==> config.mk <==
export PLATFORM = sky130hd
export DESIGN_NAME = modular_power_and_divide
export DESIGN_NICKNAME = d
export VERILOG_FILES = /design/src/design/mpd_pkg.sv /design/src/design/mpd_mul.sv /design/src/design/mpd_rem.sv /design/src/design/modular_power_and_divide.sv
export SDC_FILE = /design/constraint.sdc
export NUM_CORES = 2
export LEC_CHECK = 0
export ABC_AREA = 1
export BUFFER_PORTS_ARGS = -buffer_cell sky130_fd_sc_hd__buf_2
export CORE_UTILIZATION = 24
export CTS_BUF_LIST = sky130_fd_sc_hd__clkbuf_8 sky130_fd_sc_hd__clkbuf_16
export DETAILED_ROUTE_END_ITERATION = 6
export PLACE_DENSITY_LB_ADDON = 0.08
export SYNTH_ARGS = -nofsm -noshare
export SYNTH_HDL_FRONTEND = slang
export SYNTH_SLANG_ARGS = --single-unit
==> constraint.sdc <==
create_clock -name clk_i -period 9.75 [get_ports clk_i]
set_input_delay 0.975 -clock clk_i [delete_from_list [all_inputs] [get_ports clk_i]]
set_output_delay 0.975 -clock clk_i [all_outputs]
set_load 0.03 [all_outputs]
==> src/design/mpd_pkg.sv <==
// Shared types and constants for the modular power and divide block.
// Used by mpd_mul, mpd_rem and modular_power_and_divide; no dependencies.
package mpd_pkg;

  // Operand and exponent widths
  localparam int unsigned MOD_W    = 32;
  localparam int unsigned B_W      = 64;
  localparam int unsigned EXP_BITS = 64;
  localparam int unsigned E_W      = (EXP_BITS > MOD_W) ? EXP_BITS : MOD_W;
  localparam int unsigned PROD_W   = 2 * MOD_W;

  // Remainder unit: two quotient bits retired per cycle
  localparam int unsigned REM_BITS_PER_CYC = 2;
  localparam int unsigned REM_CYCLES       = PROD_W / REM_BITS_PER_CYC;
  localparam int unsigned REM_CNT_W        = $clog2(REM_CYCLES);

  // Register reset value
  localparam logic [MOD_W-1:0] MODULUS_RST = 32'd1000000007;

  // Function select carried on tuser
  localparam logic FUNC_POW = 1'b0;
  localparam logic FUNC_DIV = 1'b1;

  // Sequencer states
  typedef enum logic [2:0] {
    ST_IDLE,
    ST_CHECK,
    ST_LAUNCH,
    ST_WAIT,
    ST_OUT
  } state_e;

  // Kind of reduction currently in flight
  typedef enum logic [1:0] {
    OP_RED,
    OP_ACC,
    OP_SQ,
    OP_FIN
  } op_e;

  // Request into the remainder unit
  typedef struct packed {
    logic              start;
    logic [PROD_W-1:0] dividend;
  } rem_req_t;

  // Response from the remainder unit
  typedef struct packed {
    logic             done;
    logic [MOD_W-1:0] remainder;
  } rem_rsp_t;

endpackage

==> src/design/mpd_mul.sv <==
// Registered 32x32 unsigned multiplier shared by all modular products.
// Depends on mpd_pkg for widths.
module mpd_mul (
  input  logic                       clk_i,
  input  logic                       en_i,
  input  logic [mpd_pkg::MOD_W-1:0]  x_i,
  input  logic [mpd_pkg::MOD_W-1:0]  y_i,
  output logic [mpd_pkg::PROD_W-1:0] prod_o
);

  logic [mpd_pkg::PROD_W-1:0] prod_q;

  // Capture the full product when enabled
  always_ff @(posedge clk_i) begin
    if (en_i) begin
      prod_q <= mpd_pkg::PROD_W'(x_i) * mpd_pkg::PROD_W'(y_i);
    end
  end

  assign prod_o = prod_q;

endmodule

==> src/design/mpd_rem.sv <==
// Iterative remainder unit: 64-bit dividend modulo a 32-bit modulus,
// restoring division retiring two bits per cycle. Depends on mpd_pkg.
module mpd_rem (
  input  logic                      clk_i,
  input  logic                      rst_ni,
  input  logic [mpd_pkg::MOD_W-1:0] modulus_i,
  input  mpd_pkg::rem_req_t         req_i,
  output mpd_pkg::rem_rsp_t         rsp_o
);

  logic [mpd_pkg::PROD_W-1:0]    dvd_q, dvd_d;
  logic [mpd_pkg::MOD_W-1:0]     rem_q, rem_d;
  logic [mpd_pkg::REM_CNT_W-1:0] cnt_q, cnt_d;
  logic                          busy_q, busy_d;
  logic                          done_q, done_d;
  logic [mpd_pkg::MOD_W-1:0]     rem_mid;

  // One restoring step: shift in a bit, subtract the modulus if it fits
  function automatic logic [mpd_pkg::MOD_W-1:0] rem_step(
    input logic [mpd_pkg::MOD_W-1:0] r,
    input logic                      din,
    input logic [mpd_pkg::MOD_W-1:0] m
  );
    logic [mpd_pkg::MOD_W:0] t;
    t = {r, din};
    if (t >= {1'b0, m}) begin
      t = t - {1'b0, m};
    end
    return t[mpd_pkg::MOD_W-1:0];
  endfunction

  // Advance two bits per cycle while busy
  always_comb begin
    dvd_d   = dvd_q;
    rem_d   = rem_q;
    cnt_d   = cnt_q;
    busy_d  = busy_q;
    done_d  = 1'b0;
    rem_mid = rem_step(rem_q, dvd_q[mpd_pkg::PROD_W-1], modulus_i);
    if (req_i.start) begin
      dvd_d  = req_i.dividend;
      rem_d  = '0;
      cnt_d  = '0;
      busy_d = 1'b1;
    end else if (busy_q) begin
      rem_d = rem_step(rem_mid, dvd_q[mpd_pkg::PROD_W-2], modulus_i);
      dvd_d = {dvd_q[mpd_pkg::PROD_W-3:0], 2'b00};
      cnt_d = cnt_q + 1'b1;
      if (cnt_q == mpd_pkg::REM_CNT_W'(mpd_pkg::REM_CYCLES - 1)) begin
        busy_d = 1'b0;
        done_d = 1'b1;
      end
    end
  end

  // Control state
  always_ff @(posedge clk_i or negedge rst_ni) begin
    if (!rst_ni) begin
      busy_q <= 1'b0;
      done_q <= 1'b0;
      cnt_q  <= '0;
    end else begin
      busy_q <= busy_d;
      done_q <= done_d;
      cnt_q  <= cnt_d;
    end
  end

  // Payload
  always_ff @(posedge clk_i) begin
    dvd_q <= dvd_d;
    rem_q <= rem_d;
  end

  // Reduction by zero gives zero
  assign rsp_o.done      = done_q;
  assign rsp_o.remainder = (modulus_i == '0) ? '0 : rem_q;

endmodule

==> src/design/modular_power_and_divide.sv <==
// Modular power (base^exp mod m) and Fermat divide (a * b^(m-2) mod m).
// Power runs one modular product per step, up to 127 products for a 64-bit exponent;
// divide first reduces the divisor, then runs its products, the final multiply by the
// numerator included.
// One item at a time: the next beat is taken in the cycle after the result beat leaves.
// Reset (async, active low) returns to idle and loads modulus 1000000007.
module modular_power_and_divide (
  input  logic                      clk_i,
  input  logic                      rst_ni,
  // configuration
  input  logic                      cfg_we_i,
  input  logic [mpd_pkg::MOD_W-1:0] cfg_wdata_i,   // modulus
  // input stream
  input  logic                      s_axis_tvalid,
  output logic                      s_axis_tready,
  input  logic [95:0]               s_axis_tdata,  // [31:0] operand_a, [95:32] operand_b
  input  logic                      s_axis_tuser,  // [0] func
  // output stream
  output logic                      m_axis_tvalid,
  input  logic                      m_axis_tready,
  output logic [31:0]               m_axis_tdata   // [31:0] result
);

  mpd_pkg::state_e state_q, state_d;
  mpd_pkg::op_e    op_q, op_d;

  logic [mpd_pkg::MOD_W-1:0]  modulus_q;
  logic                       func_q, func_d;
  logic [mpd_pkg::MOD_W-1:0]  a_q, a_d;
  logic [mpd_pkg::B_W-1:0]    b_q, b_d;
  logic [mpd_pkg::E_W-1:0]    e_q, e_d;
  logic [mpd_pkg::MOD_W-1:0]  acc_q, acc_d;
  logic [mpd_pkg::MOD_W-1:0]  sq_q, sq_d;
  logic [mpd_pkg::MOD_W-1:0]  res_q, res_d;

  logic                       in_beat;
  logic                       mul_en;
  logic [mpd_pkg::MOD_W-1:0]  mul_x, mul_y;
  logic [mpd_pkg::PROD_W-1:0] prod;
  mpd_pkg::rem_req_t          rem_req;
  mpd_pkg::rem_rsp_t          rem_rsp;

  logic [mpd_pkg::MOD_W-1:0]  in_a;
  logic [mpd_pkg::B_W-1:0]    in_b;
  logic                       mod_small;

  assign in_a      = s_axis_tdata[mpd_pkg::MOD_W-1:0];
  assign in_b      = s_axis_tdata[mpd_pkg::MOD_W +: mpd_pkg::B_W];
  assign in_beat   = s_axis_tvalid && s_axis_tready;
  assign mod_small = (modulus_q < mpd_pkg::MOD_W'(2));

  // Modulus register
  always_ff @(posedge clk_i or negedge rst_ni) begin
    if (!rst_ni) begin
      modulus_q <= mpd_pkg::MODULUS_RST;
    end else if (cfg_we_i) begin
      modulus_q <= cfg_wdata_i;
    end
  end

  // Next state
  always_comb begin
    state_d = state_q;
    case (state_q)
      mpd_pkg::ST_IDLE: begin
        if (in_beat) begin
          if (s_axis_tuser == mpd_pkg::FUNC_POW) begin
            state_d = mpd_pkg::ST_CHECK;
          end else if (mod_small) begin
            state_d = mpd_pkg::ST_OUT;
          end else begin
            state_d = mpd_pkg::ST_LAUNCH;
          end
        end
      end
      mpd_pkg::ST_CHECK: begin
        if (e_q == '0 && func_q == mpd_pkg::FUNC_POW) begin
          state_d = mpd_pkg::ST_OUT;
        end else begin
          state_d = mpd_pkg::ST_LAUNCH;
        end
      end
      mpd_pkg::ST_LAUNCH: state_d = mpd_pkg::ST_WAIT;
      mpd_pkg::ST_WAIT: begin
        if (rem_rsp.done) begin
          state_d = (op_q == mpd_pkg::OP_FIN) ? mpd_pkg::ST_OUT : mpd_pkg::ST_CHECK;
        end
      end
      mpd_pkg::ST_OUT: begin
        if (m_axis_tready) begin
          state_d = mpd_pkg::ST_IDLE;
        end
      end
      default: state_d = mpd_pkg::ST_IDLE;
    endcase
  end

  // Handshake and shared unit controls
  always_comb begin
    s_axis_tready    = (state_q == mpd_pkg::ST_IDLE);
    m_axis_tvalid    = (state_q == mpd_pkg::ST_OUT);
    mul_en           = 1'b0;
    mul_x            = sq_q;
    mul_y            = sq_q;
    rem_req.start    = (state_q == mpd_pkg::ST_LAUNCH);
    rem_req.dividend = (op_q == mpd_pkg::OP_RED) ? b_q : prod;
    case (state_q)
      mpd_pkg::ST_CHECK: begin
        mul_en = 1'b1;
        if (e_q == '0) begin
          mul_x = a_q;
          mul_y = acc_q;
        end else if (e_q[0]) begin
          mul_x = acc_q;
          mul_y = sq_q;
        end
      end
      default: ;
    endcase
  end

  // Datapath register updates
  always_comb begin
    op_d   = op_q;
    func_d = func_q;
    a_d    = a_q;
    b_d    = b_q;
    e_d    = e_q;
    acc_d  = acc_q;
    sq_d   = sq_q;
    res_d  = res_q;
    case (state_q)
      mpd_pkg::ST_IDLE: begin
        if (in_beat) begin
          func_d = s_axis_tuser;
          a_d    = in_a;
          b_d    = in_b;
          acc_d  = mpd_pkg::MOD_W'(1);
          sq_d   = in_a;
          e_d    = mpd_pkg::E_W'(in_b[mpd_pkg::EXP_BITS-1:0]);
          op_d   = mpd_pkg::OP_RED;
          res_d  = '0;
        end
      end
      mpd_pkg::ST_CHECK: begin
        if (e_q == '0) begin
          res_d = acc_q;
          op_d  = mpd_pkg::OP_FIN;
        end else if (e_q[0]) begin
          op_d = mpd_pkg::OP_ACC;
          e_d  = {e_q[mpd_pkg::E_W-1:1], 1'b0};
        end else begin
          op_d = mpd_pkg::OP_SQ;
          e_d  = {1'b0, e_q[mpd_pkg::E_W-1:1]};
        end
      end
      mpd_pkg::ST_WAIT: begin
        if (rem_rsp.done) begin
          case (op_q)
            mpd_pkg::OP_RED: begin
              sq_d  = rem_rsp.remainder;
              acc_d = mpd_pkg::MOD_W'(1);
              e_d   = mpd_pkg::E_W'(modulus_q - mpd_pkg::MOD_W'(2));
            end
            mpd_pkg::OP_ACC: acc_d = rem_rsp.remainder;
            mpd_pkg::OP_SQ:  sq_d  = rem_rsp.remainder;
            mpd_pkg::OP_FIN: res_d = rem_rsp.remainder;
            default: ;
          endcase
        end
      end
      default: ;
    endcase
  end

  // Control state
  always_ff @(posedge clk_i or negedge rst_ni) begin
    if (!rst_ni) begin
      state_q <= mpd_pkg::ST_IDLE;
      op_q    <= mpd_pkg::OP_RED;
      func_q  <= mpd_pkg::FUNC_POW;
    end else begin
      state_q <= state_d;
      op_q    <= op_d;
      func_q  <= func_d;
    end
  end

  // Payload
  always_ff @(posedge clk_i) begin
    a_q   <= a_d;
    b_q   <= b_d;
    e_q   <= e_d;
    acc_q <= acc_d;
    sq_q  <= sq_d;
    res_q <= res_d;
  end

  assign m_axis_tdata = res_q;

  // Shared multiplier
  mpd_mul u_mul (
    .clk_i  (clk_i),
    .en_i   (mul_en),
    .x_i    (mul_x),
    .y_i    (mul_y),
    .prod_o (prod)
  );

  // Shared remainder unit
  mpd_rem u_rem (
    .clk_i     (clk_i),
    .rst_ni    (rst_ni),
    .modulus_i (modulus_q),
    .req_i     (rem_req),
    .rsp_o     (rem_rsp)
  );

endmodule

==> qor.txt <==
Period Utilization, post-route: 0.967
Slew @ Worst Pin: 1210 ps
worst-case clock buffer depth: 3
skew final: 76.8 ps
number of buffers added on ports: 167
Most common cell on crit path: fa_1
Mapped Cells: 6,888
min-delay worst type: input port to async pin
sequential share of the synthesized area: 0.227
later-pin clock latency in the skew report: 700 ps
Final min period: 9430 ps
I/O pin count: 168
initial core utilization: 0.241
routed len/inst: 26.8 µm
Avg Cell Area, Syn: 8.51 µm²
largest net degree at the start of global routing: 68
H-tree depth: 2
Critical-path top delay cell: fa_1
critical path class: flip-flop to flip-flop
Netlist cell types: 52
fin. max-slew vios: 0
Overflow after GRT: 0
Die ar.: 246,000 µm²
asr flop ratio synth: 0.0976
Area Overhead vs Synth: 14.0%
status: finished, final reports clean
post-synth top area share: 0.307
fmax: 0.106 GHz
first-pass GRT wire length: 394,000 µm
vias per cell: 4.74
Slew headroom: 0.190
nature of the critical path endpoint: flip-flop
Post-CTS Hold Buffers: 0
Crit Path Max Fanout: 32
number of global-route vias before repair: 52,000
All-Layer GR Usage: 0.227
Final Util: 0.275
# Post-CTS Setup Buffers: 0
core box area: 243,000 µm²
RD Place Congestion: 0.911
slowest cell delay on critical path: 610 ps
Fin. Hold Viols: 0
max-cap violation count: 0
hold slack: 396 ps
Die Wd: 496 µm
FP Rows: 181
Ys Warns: 0
leading area contributor after synthesis: fa_1
WP data arrival: 9890 ps
nets: 8,505
largest cells by area after synthesis: fa_1 (31%), edfxtp_1 (20%), inv_1 (8.0%), ha_1 (7.0%), nand2_1 (6.4%)
number of synthesized flops with an enable pin: 384
CTS clock-pin slew for the worst setup and hold paths: 60 ps
Synth Cell Area: 58,600 µm²
drt initial violations: 4,198
CTS tree: yes
root buffer cell: clkbuf_16
wire length after detailed routing: 279,000 µm
# DRC: 0
Req. time, crit path: 10,210 ps
RSZ-0062 raised after global routing: false
Die H: 496 µm
synthesized flop and latch total: 461
layout cell share with drive strength beyond 1: 0.108
clock sink count: 461
initial antenna violation count: 22
TritonCTS buffer count: 60
Setup crit start kind: flip-flop
via count: 49,300
Finish-stage setup viols: 0
Post-synth top flop: edfxtp_1
syn_nets: 8,250
ANT nets after route: 0
DP Wirelength: 229,000 µm
drt first pass iters: 6
==> worst max-delay path, delay by kind of cell (launching register included) <==
kind | cells | cell delay [ps]
flip-flops | 1 | 490
AO/OA/AOI/OAI | 5 | 890
XOR/XNOR | 1 | 390
AND/OR/NAND/NOR | 10 | 1730
adder cells (fa/ha/maj) | 9 | 4440
buffers and inverters | 8 | 1180
==> routing by layer <==
layer,global-route usage,share of wire,up-vias
met1,0.313,0.45,25400
li1,-,-,22100
met3,0.0261,0.050,296
met4,0.0735,0.037,14
met2,0.367,0.46,1471
met5,0,0.00033,-
==> sequential cells by signal (all words and copies together) (netlist names) <==
signal	cells
b_q	64
u_rem.cnt_q	5
u_rem.done_q	1
state_q	3
a_q	32
func_q	1
u_rem.dvd_q	64
acc_q	32
op_q	2
e_q	64
modulus_q	32
u_rem.busy_q	1
u_mul.prod_o	64
m_axis_tdata	32
u_rem.rem_q	32
sq_q	32
==> cell usage after synthesis, drive strengths merged (129+ instances only) <==
cell type / instances
inv: 1277
buf: 199
edfxtp: 384
ha: 330
o21ai: 418
nand3: 640
clkbuf: 129
fa: 898
a21oi: 156
nor2: 908
nand2: 1035
==> logic make-up after synthesis <==
logic type / Yosys count / share of synthesized area
buffers and inverters: 1610 / 0.110
and+or+nand+nor: 2745 / 0.198
AOI/OAI and AO/OA: 738 / 0.0725
xor gates and xnor gates: 106 / 0.0158
adders and majority gates: 1228 / 0.377
DFF: 461 / 0.227
==> layout by cell type (no fill, tap or decap), types with 16 or more instances in the layout <==
master	instances
a21o_1	19
a21oi_1	153
a22oi_1	60
a31oi_1	26
buf_12	26
buf_2	167
buf_4	327
clkbuf_16	61
dfrtp_1	29
dfstp_2	16
dfxtp_1	32
edfxtp_1	384
fa_1	898
ha_1	330
inv_1	1271
inv_2	24
nand2_1	997
nand2_2	35
nand3_1	640
nand4_1	29
nor2_1	893
nor3_1	50
nor4_1	24
o21ai_0	352
o21ai_1	33
o21ai_2	25
o21bai_1	20
or2_2	32
xnor2_1	45
xor2_1	60
==> final timing paths <==
path	from	end	slack [ps]	cells after the start
max in group asynchronous	rst_ni	modulus_q[5]$_DFFE_PN0P_	8810	2
min in group clk_i	s_axis_tdata[34]	b_q[2]$_DFFE_PP_	480	1
worst min-delay path	rst_ni	modulus_q[22]$_DFFE_PN0P_	400	2
worst min register to register	u_rem.rem_q[18]$_SDFFE_PP0P_	u_rem.rem_q[18]$_SDFFE_PP0P_	500	2
worst max-delay path	e_q[0]$_DFFE_PP_	u_mul.prod_o[49]$_DFFE_PP_	320	33
worst max register to register	e_q[0]$_DFFE_PP_	u_mul.prod_o[49]$_DFFE_PP_	320	33
==> metrics by stage <==
step | instances | TNS, ps | worst slack [ps] | cell area, µm²
4_1_cts | 10400 | 0 | 28.9 | 66800
6_report | 10400 | 0 | 322 | 66900
3_5_place_dp | 10300 | -20.7 | -20.7 | 64900
3_3_place_gp | 10300 | -136 | -136 | 64900
5_1_grt | 10400 | 0 | 28.0 | 66900
2_1_floorplan | 6888 | 0 | 297 | 58600
==> what timing repair did <==
item / CTS / global route
pin swaps: 0 / 1
resized for setup: 2 / 30
hold endpoints to repair: 0 / 0
endpoints found under the setup margin: 1 / 33
==> final cells by class <==
cell class	instances	area, µm²
repair buffers	521	3830
well taps	3202	4010
flip-flops and latches	461	13300
inverters	1282	4830
fillers	26600	176000
multi-input cells	4817	39000
clock inverters	49	299
diodes	3	7.51
clock buffers	63	1550
Power is left out: the tool's default activity adds up to more than one toggle a clock period on the data nets, which glitch-free logic cannot reach.
